`config.mk`:
```
export PLATFORM = sky130hd
export DESIGN_NAME = base64_line_encoder_top
export DESIGN_NICKNAME = d
export VERILOG_FILES = /design/src/hw/rtl/b64le_pkg.sv /design/src/hw/rtl/base64_line_encoder_top.sv /design/src/hw/rtl/b64le_front.sv /design/src/hw/rtl/b64le_fifo.sv /design/src/hw/rtl/b64le_back.sv
export SDC_FILE = /design/constraint.sdc
export NUM_CORES = 1
export LEC_CHECK = 0
export BUFFER_PORTS_ARGS = -buffer_cell sky130_fd_sc_hd__buf_2
export CAP_MARGIN = 20
export CORE_ASPECT_RATIO = 0.5
export CORE_MARGIN = 10
export CORE_UTILIZATION = 55
export CTS_CLUSTER_SIZE = 10
export DETAILED_ROUTE_END_ITERATION = 8
export GPL_TIMING_DRIVEN = 0
export PLACE_DENSITY = 0.76
export SETUP_SLACK_MARGIN = 0.05
export SLEW_MARGIN = 15
export SYNTH_ARGS = -nofsm -noshare
export SYNTH_HDL_FRONTEND = slang
export SYNTH_SLANG_ARGS = --single-unit
```
`constraint.sdc`:
```
create_clock -name clk -period 3 [get_ports clk]
set_clock_uncertainty 0.1 [all_clocks]
set_input_delay 0.6 -clock clk [delete_from_list [all_inputs] [get_ports clk]]
set_output_delay 0.6 -clock clk [all_outputs]
set_load 0.02 [all_outputs]
```
`src/hw/rtl/b64le_pkg.sv`:
```
package b64le_pkg;

	localparam logic [7:0] LINE_WIDTH_RESET = 8'd76;
	localparam logic [6:0] NEWLINE_CODE = 7'd10;
	localparam logic [6:0] PAD_CODE = 7'd61;
	localparam int QUEUE_DEPTH = 2;

	typedef struct packed {
		logic [7:0] data_byte;
		logic       final_byte;
	} byte_item_t;

	typedef struct packed {
		logic [6:0] out_char;
		logic       end_of_message;
	} char_item_t;

	// One encoding job: a group of up to three bytes and how to print it.
	typedef struct packed {
		logic [23:0] word;
		logic [2:0]  n_sym;
		logic        nl;
		logic        eom;
	} job_t;

	function automatic logic [6:0] b64_char(input logic [5:0] v);
		logic [6:0] c;
		if (v < 6'd26) begin
			c = 7'd65 + {1'b0, v};
		end else if (v < 6'd52) begin
			c = 7'd97 + {1'b0, v} - 7'd26;
		end else if (v < 6'd62) begin
			c = 7'd48 + {1'b0, v} - 7'd52;
		end else if (v == 6'd62) begin
			c = 7'd43;
		end else begin
			c = 7'd47;
		end
		return c;
	endfunction

endpackage

```
`src/hw/rtl/base64_line_encoder_top.sv`:
```
// The byte that ends a group puts its job in the queue, which feeds the output register.
// Throughput: one character per cycle from the output register while a job waits and
// char_ready is high; a byte is taken each cycle while the two-job queue has room, so
// the character port sets the sustained rate (four or five characters per three bytes).
// Reset clears the held bytes, column and queue, and sets the line width to 76.
module base64_line_encoder_top #(
	parameter int QUEUE_DEPTH = b64le_pkg::QUEUE_DEPTH
) (
	input  logic                  clk,
	input  logic                  arst_n,
	input  logic                  cfg_we,
	input  logic [7:0]            cfg_wdata,
	input  logic                  byte_valid,
	output logic                  byte_ready,
	input  b64le_pkg::byte_item_t byte_item,
	output logic                  char_valid,
	input  logic                  char_ready,
	output b64le_pkg::char_item_t char_item
);

	logic            push;
	logic            pop;
	logic            q_full;
	logic            q_empty;
	b64le_pkg::job_t push_job;
	b64le_pkg::job_t head_job;

	b64le_front u_front (
		.clk        (clk),
		.arst_n     (arst_n),
		.cfg_we     (cfg_we),
		.cfg_wdata  (cfg_wdata),
		.byte_valid (byte_valid),
		.byte_ready (byte_ready),
		.byte_item  (byte_item),
		.q_full     (q_full),
		.push       (push),
		.job        (push_job)
	);

	b64le_fifo #(
		.DEPTH (QUEUE_DEPTH)
	) u_fifo (
		.clk      (clk),
		.arst_n   (arst_n),
		.push     (push),
		.push_job (push_job),
		.pop      (pop),
		.head_job (head_job),
		.full     (q_full),
		.empty    (q_empty)
	);

	b64le_back u_back (
		.clk        (clk),
		.arst_n     (arst_n),
		.head_job   (head_job),
		.q_empty    (q_empty),
		.pop        (pop),
		.char_valid (char_valid),
		.char_ready (char_ready),
		.char_item  (char_item)
	);

endmodule

```
`src/hw/rtl/b64le_front.sv`:
```
module b64le_front (
	input  logic                  clk,
	input  logic                  arst_n,
	input  logic                  cfg_we,
	input  logic [7:0]            cfg_wdata,
	input  logic                  byte_valid,
	output logic                  byte_ready,
	input  b64le_pkg::byte_item_t byte_item,
	input  logic                  q_full,
	output logic                  push,
	output b64le_pkg::job_t       job
);

	logic [7:0]  line_width_q;
	logic [15:0] pending_q;
	logic [1:0]  fill_q;
	logic [7:0]  column_q;

	logic        accept;
	logic [8:0]  col_next;
	logic        wrap;
	logic [15:0] pending_d;
	logic [1:0]  fill_d;
	logic [7:0]  column_d;

	assign byte_ready = !q_full;
	assign accept = byte_valid && byte_ready;
	assign col_next = {1'b0, column_q} + 9'd4;
	assign wrap = (col_next >= {1'b0, line_width_q}) || col_next[8];

	always_comb begin
		push = 1'b0;
		job.word = {pending_q, byte_item.data_byte};
		job.n_sym = 3'd4;
		job.nl = 1'b0;
		job.eom = byte_item.final_byte;
		pending_d = pending_q;
		fill_d = fill_q;
		column_d = column_q;
		if (accept) begin
			if (fill_q[1]) begin
				push = 1'b1;
				job.nl = wrap || byte_item.final_byte;
				pending_d = '0;
				fill_d = '0;
				column_d = (wrap || byte_item.final_byte) ? 8'd0 : col_next[7:0];
			end else if (byte_item.final_byte) begin
				push = 1'b1;
				job.nl = 1'b1;
				if (fill_q[0]) begin
					job.word = {pending_q[7:0], byte_item.data_byte, 8'd0};
					job.n_sym = 3'd3;
				end else begin
					job.word = {byte_item.data_byte, 16'd0};
					job.n_sym = 3'd2;
				end
				pending_d = '0;
				fill_d = '0;
				column_d = '0;
			end else begin
				pending_d = {pending_q[7:0], byte_item.data_byte};
				fill_d = fill_q + 2'd1;
			end
		end
	end

	always_ff @(posedge clk or negedge arst_n) begin
		if (!arst_n) begin
			line_width_q <= b64le_pkg::LINE_WIDTH_RESET;
			pending_q <= '0;
			fill_q <= '0;
			column_q <= '0;
		end else begin
			if (cfg_we) begin
				line_width_q <= cfg_wdata;
			end
			pending_q <= pending_d;
			fill_q <= fill_d;
			column_q <= column_d;
		end
	end

endmodule

```
`src/hw/rtl/b64le_fifo.sv`:
```
module b64le_fifo #(
	parameter int DEPTH = b64le_pkg::QUEUE_DEPTH
) (
	input  logic            clk,
	input  logic            arst_n,
	input  logic            push,
	input  b64le_pkg::job_t push_job,
	input  logic            pop,
	output b64le_pkg::job_t head_job,
	output logic            full,
	output logic            empty
);

	localparam int PW = (DEPTH > 1) ? $clog2(DEPTH) : 1;
	localparam int CW = $clog2(DEPTH + 1);

	b64le_pkg::job_t mem_q [DEPTH];
	logic [PW-1:0]   wr_ptr_q;
	logic [PW-1:0]   rd_ptr_q;
	logic [CW-1:0]   count_q;

	logic do_push;
	logic do_pop;

	assign full = count_q == CW'(DEPTH);
	assign empty = count_q == '0;
	assign do_push = push && !full;
	assign do_pop = pop && !empty;
	assign head_job = mem_q[rd_ptr_q];

	always_ff @(posedge clk) begin
		if (do_push) begin
			mem_q[wr_ptr_q] <= push_job;
		end
	end

	always_ff @(posedge clk or negedge arst_n) begin
		if (!arst_n) begin
			wr_ptr_q <= '0;
			rd_ptr_q <= '0;
			count_q <= '0;
		end else begin
			if (do_push) begin
				wr_ptr_q <= (wr_ptr_q == PW'(DEPTH - 1)) ? '0 : wr_ptr_q + 1'b1;
			end
			if (do_pop) begin
				rd_ptr_q <= (rd_ptr_q == PW'(DEPTH - 1)) ? '0 : rd_ptr_q + 1'b1;
			end
			if (do_push && !do_pop) begin
				count_q <= count_q + 1'b1;
			end else if (do_pop && !do_push) begin
				count_q <= count_q - 1'b1;
			end
		end
	end

endmodule

```
`src/hw/rtl/b64le_back.sv`:
```
module b64le_back (
	input  logic                  clk,
	input  logic                  arst_n,
	input  b64le_pkg::job_t       head_job,
	input  logic                  q_empty,
	output logic                  pop,
	output logic                  char_valid,
	input  logic                  char_ready,
	output b64le_pkg::char_item_t char_item
);

	logic [2:0]            idx_q;
	logic                  char_valid_q;
	b64le_pkg::char_item_t char_q;

	logic       load;
	logic       last;
	logic [5:0] sext;
	logic [6:0] ch;

	assign load = (!char_valid_q || char_ready) && !q_empty;
	assign last = head_job.nl ? (idx_q == 3'd4) : (idx_q == 3'd3);
	assign pop = load && last;

	always_comb begin
		case (idx_q[1:0])
			2'd0: sext = head_job.word[23:18];
			2'd1: sext = head_job.word[17:12];
			2'd2: sext = head_job.word[11:6];
			default: sext = head_job.word[5:0];
		endcase
		if (idx_q[2]) begin
			ch = b64le_pkg::NEWLINE_CODE;
		end else if (idx_q < head_job.n_sym) begin
			ch = b64le_pkg::b64_char(sext);
		end else begin
			ch = b64le_pkg::PAD_CODE;
		end
	end

	always_ff @(posedge clk) begin
		if (load) begin
			char_q.out_char <= ch;
			char_q.end_of_message <= head_job.eom && last;
		end
	end

	always_ff @(posedge clk or negedge arst_n) begin
		if (!arst_n) begin
			idx_q <= '0;
			char_valid_q <= 1'b0;
		end else begin
			if (load) begin
				idx_q <= last ? 3'd0 : idx_q + 3'd1;
				char_valid_q <= 1'b1;
			end else if (char_ready) begin
				char_valid_q <= 1'b0;
			end
		end
	end

	assign char_valid = char_valid_q;
	assign char_item = char_q;

endmodule

```
==> results of run 1 <==
final timing paths:
| path | from | endpoint | cells after the start |
|---|---|---|---|
| worst max-delay path | u_fifo.rd_ptr_q$_DFFE_PN0P_ | u_back.char_item[4]$_SDFFCE_PP1P_ | 12 |
| worst min-delay path | arst_n | u_front.line_width_q[0]$_DFFE_PN0P_ | 1 |
| worst max register to register | u_fifo.rd_ptr_q$_DFFE_PN0P_ | u_back.char_item[4]$_SDFFCE_PP1P_ | 12 |
| worst min register to register | u_fifo.count_q[1]$_DFFE_PN0P_ | u_fifo.count_q[1]$_DFFE_PN0P_ | 1 |
| max in group asynchronous | arst_n | u_back.idx_q[1]$_DFFE_PN0P_ | 1 |
| min in group clk | cfg_wdata[5] | u_front.line_width_q[5]$_DFFE_PN0P_ | 3 |
cells by family after synthesis:
family                     synth area share
buffers and inverters                0.0431
muxes                                0.0907
adders and majority gates            0.0457
xor gates and xnor gates             0.0185
AOI/OAI and AO/OA                     0.126
and+or+nand+nor                       0.102
DFF                                   0.574
worst max-delay path, delay by kind of cell (launching register included):
| kind | cells | cell delay [ns] |
|---|---|---|
| DFF | 1 | 0.38 |
| and+or+nand+nor | 2 | 0.40 |
| adders and majority gates | 1 | 0.22 |
| buffers and inverters | 4 | 0.52 |
| muxes | 2 | 0.48 |
| AOI/OAI and AO/OA | 3 | 0.85 |
sequential cells by signal, indices dropped and copies added, names as in the netlist, 2 cells and up:
signal                count
u_back.idx_q              3
u_front.column_q          6
u_front.pending_q        16
u_fifo.mem_q             58
u_fifo.count_q            2
u_front.line_width_q      8
u_back.char_item          8
u_front.fill_q            2
per-stage QoR:
stage	cell area, um^2	total power [mW]	util	setup TNS [ns]	std cells
global route	6040	7.15	0.675	-1.01	602
CTS	5980	6.49	0.668	-0.247	600
global placement	5550	5.08	0.620	-17.42	570
detailed placement	5590	5.16	0.624	-0.629	572
finish	6040	6.73	0.675	-0.441	602
floorplan	5250	4.46	-	-0.00811	422
final cells by class:
cell class,count,area (um^2),area share
Clock buffer,11,243,0.0402
Inverter,26,97.6,0.0161
Timing Repair Buffer,47,295,0.0489
Tap cell,117,146,0.0242
Clock inverter,5,31.3,0.00518
Buffer,18,135,0.0224
Sequential cell,106,2990,0.494
Multi-Input combinational cell,272,2110,0.349
cell usage in the layout, fill, tap and decap left out, drive strengths merged, types with 4 or more instances in the layout:
cell type / Yosys / final
nor2: 9 / 9
nand3: 21 / 21
xnor2: 8 / 8
edfxtp: 66 / 66
inv: 26 / 26
mux2i: 25 / 25
nor3: 4 / 4
clkbuf: 10 / 21
ha: 19 / 19
a21oi: 13 / 13
clkinv: 0 / 4
mux2: 18 / 18
a22oi: 7 / 7
nor3b: 4 / 4
dfrtp: 37 / 37
a31oi: 5 / 5
nand2: 49 / 49
and2: 11 / 11
o21ai: 29 / 29
buf: 7 / 54
a22o: 17 / 17
power breakdown:
part | internal, mW | switching, mW
logic | 1.52 | 1.91
registers | 2.05 | 0.178
clock network | 0.583 | 0.496
total | 4.15 | 2.58
cells in the mapped netlist, drive strengths merged, types with 2 or more instances:
cell type   n  area (um^2)
nand4       2         12.5
a32o        2         20.0
and2       11         68.8
edfxtp     66         1980
mux2i      25          258
nand2b      2         12.5
nand2      49          184
buf         7         76.3
a311oi      3         26.3
a31oi       5         37.5
nor2        9         36.3
ha         19          238
xor2        3         26.3
nor3b       4         30.0
a22oi       7         81.3
dfrtp      37          926
dfstp       3         78.8
xnor2       8         70.1
nor3        4         30.0
nand3      21          105
a21oi      13         68.8
inv        26         97.6
a21o        3         22.5
clkbuf     10         41.3
a222oi      3         30.0
mux2       18          214
o21ai      29          145
a22o       17          149
and3        2         17.5
routing by layer:
layer	vias to the layer above	wire, um	track usage	share of wire
li1	1678	-	-	-
met1	1688	5100	0.204	0.47
met2	82	5070	0.263	0.47
met3	13	531	0.0494	0.049
met4	0	96	0.0514	0.0089
met5	-	0	0	0
timing repair:
| item | CTS | global route |
|---|---|---|
| pin swaps | 11 | 2 |
| hold endpoints to repair | 0 | 0 |
| buffers inserted | 12 | 2 |
| setup endpoints to repair | 5 | 8 |
| gates resized for setup | 9 | 9 |
==> impl_metrics.csv, run 1 <==
group,metric,value,unit
timing,finalCritPeriodShare,1.06,
logic_synthesis,synth_area,5200,um^2
drt,drc,0,
die,start_util,0.581,
setup_path,arrival,3.18,ns
cts,cts-hold-fix-buffers,0,
cts,numClockSinks,106,
logic_synthesis,synth_cells,422,
die,die_y,88.8,um
cells_and_area,drive_above_1_share,0.237,
logic_synthesis,ys_ff_latch,106,
cts,cts_tree,"built",
cells_and_area,area_growth,16.2,%
hold_path,hp-class,"in2async",
setup_path,critPathMaxStageDelay,0.42,ns
logic_synthesis,synth_cell_types,58,
global_routing,antenna_found_initial,0,
timing,tightest_slew,1.00,ns
drt,ant_nets,0,
die,io_pins,32,
flow_run,cap_violations,0,
die,die_x,158,um
timing,fin_crit,3.19,ns
timing,setup_slack,-0.190,ns
timing,setup_violations,4,
logic_synthesis,ys_seq_area_frac,0.574,
setup_path,crit_fanout,7,
setup_path,ff2ff_setup_slack,-0.19,ns
timing,relSlewSlack,0.330,
cells_and_area,fill_cells,655,
cts,clockBufferDepth,2,
cts,clk_latency,0.34,ns
timing,hold_ws,0.280,ns
drt,routed_wl,10800,um
logic_synthesis,synthFlopType,"edfxtp_1",
place,port_buffers,31,
global_routing,grt_pass1_vias,3426,
timing,rsz0062_at_grt,"true",
cts,numCtsBuffers,9,
setup_path,critPathLaunchType,"flop",
logic_synthesis,async_flop_share,0.377,
die,core,8950,um^2
setup_path,critical_path_class,"reg2reg",
drt,avgRoutedWirePerCell,17.9,um
setup_path,crit_top_cell,"inv_1",
setup_path,slowest_stage,"a222oi_1",
setup_path,cp_cell_sequence,"buf_6 -> buf_12 -> mux2_4 -> a222oi_1 -> mux2i_4 -> inv_1 -> ha_2 -> inv_1 -> nand3_1 -> and4_1 -> a31oi_1 -> a311o_1",
die,num_rows,24,
cts,cts_max_level,3,
status,violations,"negative setup slack",
place,dp_hpwl,7330,um
logic_synthesis,synth_edf_count,66,
logic_synthesis,syn_nets,463,
place,place_ws,-0.251,ns
drt,firstDrtPassIters,5,
global_routing,grt_overflow,0,
cts,root_buffer,"clkbuf_16",
power,power_density,1110,nW/um^2
cells_and_area,final_nets,521,
global_routing,track_usage,0.161,
logic_synthesis,ys_warn_count,0,
drt,drt_iter0_drc,340,
place,gp_congestion,0.781,
drt,num_vias,3461,
die,fp.dieArea,14000,um^2
status,outcome,"finished with violations",
timing,finalHoldViolCount,0,
global_routing,grt_max_degree,41,
timing,fmax,313,MHz
logic_synthesis,synth_area_per_cell,12.3,um^2
setup_path,required,2.99,ns
power,total_leakage_power,2.50,nW
power,ir_worst_vdd,0.000355,V
drt,viasPerCell,5.75,
cts,clk_pin_slew,0.07,ns
timing,slew_viol_final,0,
cells_and_area,diodes,0,
global_routing,grt_pass1_wl,17500,um
setup_path,end_kind,"flop",
Note: power is estimated with default switching activity, not from simulation.
==> inputs of run 2 (changes only) <==
--- a/config.mk
+++ b/config.mk
@@ -9,11 +9,10 @@
 export CAP_MARGIN = 20
 export CORE_ASPECT_RATIO = 0.5
 export CORE_MARGIN = 10
-export CORE_UTILIZATION = 55
+export CORE_UTILIZATION = 30
 export CTS_CLUSTER_SIZE = 10
 export DETAILED_ROUTE_END_ITERATION = 8
 export GPL_TIMING_DRIVEN = 0
-export PLACE_DENSITY = 0.76
 export SETUP_SLACK_MARGIN = 0.05
 export SLEW_MARGIN = 15
 export SYNTH_ARGS = -nofsm -noshare
==> constraint.sdc (replaced) <==
create_clock -name clk -period 2.6 [get_ports clk]
set_clock_uncertainty 0.1 [all_clocks]
set_input_delay 0.52 -clock clk [delete_from_list [all_inputs] [get_ports clk]]
set_output_delay 0.52 -clock clk [all_outputs]
set_load 0.02 [all_outputs]
==> impl_metrics.csv, run 2 (synthesis gave the netlist of run 1 again) <==
group,metric,value,unit
timing,tightest_slew,0.961,ns
power,pwr-share-comb,0.506,
setup_path,reg2reg_from,"u_fifo.rd_ptr_q$_DFFE_PN0P_",
cts,clk_pin_slew,0.08,ns
cells_and_area,top_regs,"u_fifo.mem_q x58, u_front.pending_q x16",
cts,cts_tree,"built",
cells_and_area,area_growth,20.2,%
drt,num_vias,3435,
cts,numCtsBuffers,9,
power,p_seq_frac,0.329,
timing,fmax,317,MHz
setup_path,end_kind,"flop",
cells_and_area,largest_reg_flops,58,
place,port_buffers,31,
timing,finalCritPeriodShare,1.21,
timing,setup_violations,7,
global_routing,track_usage,0.0984,
global_routing,grt_pass1_vias,3521,
setup_path,rr_endpoint,"u_back.char_item[4]$_SDFFCE_PP1P_",
setup_path,cpLargestDelayFamily,"compound AO/OA/AOI/OAI gates",
global_routing,grt_overflow,0,
cells_and_area,final_common_cell,"edfxtp_1",
timing,rsz0062_at_grt,"true",
cts,clockBufferDepth,2,
power,power_density,1240,nW/um^2
cells_and_area,mostFrequentLayoutCells,"edfxtp_1, nand2_1, dfrtp_1",
setup_path,ff2ff_setup_slack,-0.55,ns
hold_path,hp-class,"in2async",
power,switchingPower,3.01,mW
cts,cts_max_level,3,
cells_and_area,final_nets,526,
die,fp.dieArea,23300,um^2
die,die_x,206,um
status,outcome,"finished with violations",
cells_and_area,drive_above_1_share,0.267,
power,p_clk_frac,0.165,
cells_and_area,fill_cells,1609,
timing,fin_crit,3.15,ns
setup_path,crit_fanout,6,
power,ir_worst_vdd,0.000422,V
global_routing,grt_max_degree,41,
drt,firstDrtPassIters,5,
die,io_pins,32,
cts,numClockSinks,106,
setup_path,cp_cell_sequence,"buf_6 -> buf_12 -> mux2_4 -> a222oi_1 -> mux2i_4 -> ha_4 -> a211oi_2 -> nand2_2 -> a31o_4 -> nor2_2 -> o21ai_1 -> a311o_1",
timing,relSlewSlack,0.357,
place,dp_hpwl,7670,um
setup_path,critical_path_class,"reg2reg",
place,place_area,5720,um^2
drt,drt_iter0_drc,288,
drt,drc,0,
setup_path,required,2.61,ns
cells_and_area,final_area,6250,um^2
die,die_y,113,um
global_routing,grt_pass1_wl,18300,um
timing,finalHoldViolCount,0,
power,total_leakage_power,2.53,nW
setup_path,arrival,3.16,ns
cts,clk_latency,0.35,ns
cells_and_area,final_util,0.375,
cts,root_buffer,"clkbuf_16",
place,gp_congestion,0.809,
setup_path,critPathLaunchType,"flop",
timing,slew_viol_final,0,
cells_and_area,largest_register,"u_fifo.mem_q",
global_routing,antenna_found_initial,0,
setup_path,critPathMaxStageDelay,0.48,ns
die,num_rows,33,
flow_run,cap_violations,0,
setup_path,slowest_stage,"a222oi_1",
timing,setup_slack,-0.552,ns
drt,viasPerCell,4.79,
power,p_int,4.76,mW
die,start_util,0.312,
cells_and_area,diodes,0,
setup_path,path_buf_inv,2,
drt,avgRoutedWirePerCell,15.7,um
drt,ant_nets,0,
drt,routed_wl,11300,um
power,netSwitchingFraction,0.388,
setup_path,worstRegToRegCells,12,
die,core,16700,um^2
status,violations,"negative setup slack",
-- run 2: power groups by stage --
| stage | sequential (mW) | clock (mW) | combinational [mW] |
|---|---|---|---|
| floorplan | 2.65 | 0 | 2.50 |
| global placement | 2.59 | 0 | 3.34 |
| detailed placement | 2.60 | 0 | 3.38 |
| CTS | 2.55 | 1.31 | 3.85 |
| global route | 2.60 | 1.37 | 4.32 |
| finish | 2.56 | 1.28 | 3.93 |
-- run 2: how the worst max path moves through the flow --
stage,slack (ns),start,endpoint,cells past startpoint
after floorplan,-0.41,u_fifo.rd_ptr_q$_DFFE_PN0P_,u_back.char_item[4]$_SDFFCE_PP1P_,12
after global placement,-0.75,u_fifo.rd_ptr_q$_DFFE_PN0P_,u_back.char_item[4]$_SDFFCE_PP1P_,12
after detailed placement,-0.76,u_fifo.rd_ptr_q$_DFFE_PN0P_,u_back.char_item[4]$_SDFFCE_PP1P_,12
after CTS,-0.54,u_fifo.rd_ptr_q$_DFFE_PN0P_,u_back.char_item[4]$_SDFFCE_PP1P_,12
after global routing,-0.69,u_fifo.rd_ptr_q$_DFFE_PN0P_,u_back.char_item[4]$_SDFFCE_PP1P_,12
final,-0.55,u_fifo.rd_ptr_q$_DFFE_PN0P_,u_back.char_item[4]$_SDFFCE_PP1P_,12
-- run 2: what timing repair did --
item / in CTS / in global routing
hold buffers: 0 / 0
pin swaps: 9 / 6
gates resized for setup: 19 / 15
buffers inserted: 18 / 2
setup endpoints to repair: 49 / 65
-- run 2: final cells by class --
type / count / area (um^2) / share of cell area
inverters: 26 / 97.6 / 0.0156
plain buffers: 17 / 135 / 0.0216
well taps: 227 / 284 / 0.0454
flip-flops and latches: 106 / 2990 / 0.478
clock inverters: 7 / 52.6 / 0.00841
repair buffers: 53 / 337 / 0.0538
clock buffers: 9 / 225 / 0.0360
multi-input cells: 272 / 2130 / 0.341
-- run 2: metal layers --
layer  global-route usage  vias to the layer above  routed length [um]
met2                0.159                       64                5340
met3               0.0242                        5                 378
met5                    0                        -                   0
met4               0.0285                        0                  95
li1                     -                     1688                   -
met1                0.129                     1678                5450
-- run 2: through the flow --
stage | TNS, ns | hold slack, ns | worst slack, ns | total power [mW] | instances
5_1_grt | -3.93 | 0.281 | -0.687 | 8.30 | 717
2_1_floorplan | -1.23 | 0.124 | -0.408 | 5.15 | 422
6_report | -2.85 | 0.211 | -0.552 | 7.77 | 717
4_1_cts | -2.74 | 0.254 | -0.544 | 7.71 | 715
3_5_place_dp | -5.83 | 0.388 | -0.757 | 5.98 | 682
3_3_place_gp | -21.23 | 0.381 | -0.750 | 5.92 | 680
==> inputs of run 3 (changes only) <==
--- a/config.mk
+++ b/config.mk
@@ -13,8 +13,9 @@
 export CTS_CLUSTER_SIZE = 10
 export DETAILED_ROUTE_END_ITERATION = 8
 export GPL_TIMING_DRIVEN = 0
-export SETUP_SLACK_MARGIN = 0.05
+export SETUP_SLACK_MARGIN = 0.1
 export SLEW_MARGIN = 15
 export SYNTH_ARGS = -nofsm -noshare
 export SYNTH_HDL_FRONTEND = slang
+export SYNTH_HIERARCHICAL = 1
 export SYNTH_SLANG_ARGS = --single-unit
==> constraint.sdc (replaced) <==
create_clock -name clk -period 4.1 [get_ports clk]
set_clock_uncertainty 0.1 [all_clocks]
set_input_delay 0.82 -clock clk [delete_from_list [all_inputs] [get_ports clk]]
set_output_delay 0.82 -clock clk [all_outputs]
set_load 0.02 [all_outputs]
==> impl_metrics.csv, run 3 <==
group,metric,value,unit
status,outcome,"complete, no violations",
setup_path,rr_endpoint,"u_back/char_item[2]$_SDFFCE_PP1P_",
cts,cts-hold-fix-buffers,0,
cells_and_area,final_cells,700,
timing,setup_tns,0,ns
logic_synthesis,synth_cells,417,
die,fp.dieArea,23800,um^2
global_routing,track_usage,0.0901,
cells_and_area,final_util,0.350,
cts,clk_latency,0.35,ns
cells_and_area,largest_reg_flops,58,
setup_path,reg2reg_from,"u_fifo/rd_ptr_q$_DFFE_PN0P_",
drt,ant_nets,0,
hold_path,worstHoldStart,"u_front/line_width_q[1]$_DFFE_PN0P_",
drt,viasPerCell,4.72,
logic_synthesis,ys_warn_count,6,
timing,finalHoldViolCount,0,
die,io_pins,32,
logic_synthesis,synth_area,5320,um^2
place,dp_hpwl,7640,um
logic_synthesis,synthFlopType,"edfxtp_1",
logic_synthesis,syn_nets,456,
drt,avgRoutedWirePerCell,14.9,um
power,p_int,2.82,mW
power,switchingPower,1.72,mW
cells_and_area,diodes,0,
global_routing,grt_max_degree,41,
setup_path,critical_path_class,"reg2reg",
logic_synthesis,ys_top_cells_by_area,"edfxtp_1, dfrtp_1, mux2_4, ha_1, a22o_1",
cells_and_area,final_common_cell,"edfxtp_1",
logic_synthesis,synth_cell_types,61,
global_routing,antenna_found_initial,0,
logic_synthesis,ys_ff_latch,106,
die,num_rows,34,
cts,cts_resized,0,
die,die_y,114,um
timing,tightest_slew,0.920,ns
place,gp_congestion,0.817,
cts,cts_max_level,3,
drt,firstDrtPassIters,4,
logic_synthesis,synth.most_common_cell,"edfxtp_1",
drt,drc,0,
global_routing,grt_pass1_vias,3343,
cts,cts_tree,"built",
power,power_density,745,nW/um^2
setup_path,crit_fanout,10,
die,start_util,0.306,
drt,drt_iter0_drc,208,
cells_and_area,area_growth,14.5,%
logic_synthesis,synth_edf_count,66,
power,total_leakage_power,2.49,nW
power,p_seq_frac,0.359,
logic_synthesis,async_flop_share,0.377,
logic_synthesis,synthTopCellsByCount,"edfxtp_1, nand2_1, dfrtp_1",
hold_path,whs_path_depth,1,
setup_path,end_kind,"flop",
setup_path,critPathLaunchType,"flop",
timing,setup_slack,0.822,ns
cells_and_area,final_nets,500,
logic_synthesis,synth_top_cell_by_area,"edfxtp_1",
cells_and_area,mostFrequentLayoutCells,"edfxtp_1, nand2_1, dfrtp_1",
cells_and_area,final_area,6100,um^2
place,place_inst,684,
cts,numClockSinks,106,
logic_synthesis,synth_area_per_cell,12.8,um^2
power,pwr-share-comb,0.457,
flow_run,cap_violations,0,
drt,routed_wl,10400,um
cells_and_area,drive_above_1_share,0.245,
setup_path,required,4.10,ns
timing,hold_ws,0.407,ns
die,core,17400,um^2
timing,setup_violations,0,
logic_synthesis,synth_top_area_frac,0.372,
power,p_clk_frac,0.184,
cts,clk_pin_slew,0.07,ns
die,die_x,208,um
setup_path,worstRegToRegCells,12,
global_routing,grt_overflow,0,
hold_path,min_to,"u_front/line_width_q[1]$_DFFE_PN0P_",
timing,fmax,305,MHz
place,place_area,5810,um^2
setup_path,arrival,3.28,ns
power,ir_worst_vdd,0.000260,V
hold_path,hp-class,"reg2reg",
cts,root_buffer,"clkbuf_16",
global_routing,grt_pass1_wl,17400,um
cts,numCtsBuffers,9,
timing,finalCritPeriodShare,0.800,
timing,fin_crit,3.28,ns
cts,cts_setup_buffers,0,
logic_synthesis,ys_seq_area_frac,0.561,
place,port_buffers,31,
cells_and_area,top_regs,"u_fifo/mem_q x58, u_front/pending_q x16",
timing,slew_viol_final,0,
setup_path,ff2ff_setup_slack,0.82,ns
power,power.total,4.54,mW
drt,num_vias,3301,
power,netSwitchingFraction,0.379,
timing,rsz0062_at_grt,"false",
cells_and_area,largest_register,"u_fifo/mem_q",
timing,relSlewSlack,0.386,
cts,clockBufferDepth,2,
place,place_ws,0.867,ns
## run 3: cell types whose count changed after synthesis, moves of 5 or more
cell     change
mux2_4      +26
mux2i_1     -15
o21ai_0     -14
nand2_1     -10
o21ai_1     +10
a22o_1       +5
mux2_1       -5
nand3_1      -5
## run 3: how the worst max path moves through the flow
stage / to / cells after the start / from
3_3_place_gp: u_fifo/mem_q[0][8]$_DFFE_PP_ / 6 / byte_valid
2_1_floorplan: u_fifo/mem_q[0][0]$_DFFE_PP_ / 5 / byte_valid
3_5_place_dp: u_back/char_item[2]$_SDFFCE_PP1P_ / 12 / u_fifo/rd_ptr_q$_DFFE_PN0P_
5_1_grt: u_back/char_item[2]$_SDFFCE_PP1P_ / 12 / u_fifo/rd_ptr_q$_DFFE_PN0P_
6_report: u_back/char_item[2]$_SDFFCE_PP1P_ / 12 / u_fifo/rd_ptr_q$_DFFE_PN0P_
4_1_cts: u_back/char_item[5]$_SDFFCE_PP0P_ / 12 / u_fifo/rd_ptr_q$_DFFE_PN0P_
## run 3: power by group through the flow
| stage | clock (mW) | combinational, mW | sequential, mW |
|---|---|---|---|
| finish | 0.836 | 2.07 | 1.63 |
| global route | 0.904 | 2.31 | 1.66 |
| CTS | 0.870 | 2.09 | 1.63 |
| detailed placement | 0 | 2.08 | 1.65 |
| global placement | 0 | 2.02 | 1.64 |
| floorplan | 0 | 1.55 | 1.68 |
## run 3: kinds of logic after synthesis
kind of cell	share of synthesized area
flops	0.561
fa+ha+maj	0.0400
xor+xnor	0.0197
simple gates	0.0952
buf+inv	0.0416
compound gates	0.130
mux	0.112
## run 3: layer usage
| layer | track usage | up-vias | wire, um |
|---|---|---|---|
| li1 | - | 1635 | - |
| met4 | 0.0235 | 0 | 85 |
| met2 | 0.144 | 77 | 4670 |
| met1 | 0.117 | 1583 | 5170 |
| met5 | 0 | - | 0 |
| met3 | 0.0264 | 6 | 499 |
## run 3: layout make-up
cell class,instances,area [um^2]
fill,1681,11300
sequential,106,2990
multi-input combinational,265,2120
tap,234,293
clock buffer,10,239
timing repair buffer,33,183
buffer,17,113
inverter,29,109
clock inverter,6,50.0
## run 3: critical path: stages (launching register included)
cell and delay [ns]:
dfrtp_1 0.42, buf_6 0.21, mux2_4 0.32, a222oi_1 0.40, mux2_2 0.34, inv_1 0.12
ha_1 0.29, inv_1 0.12, o21ai_2 0.08, or2_1 0.23, buf_6 0.13, o221ai_1 0.18
o21bai_1 0.08
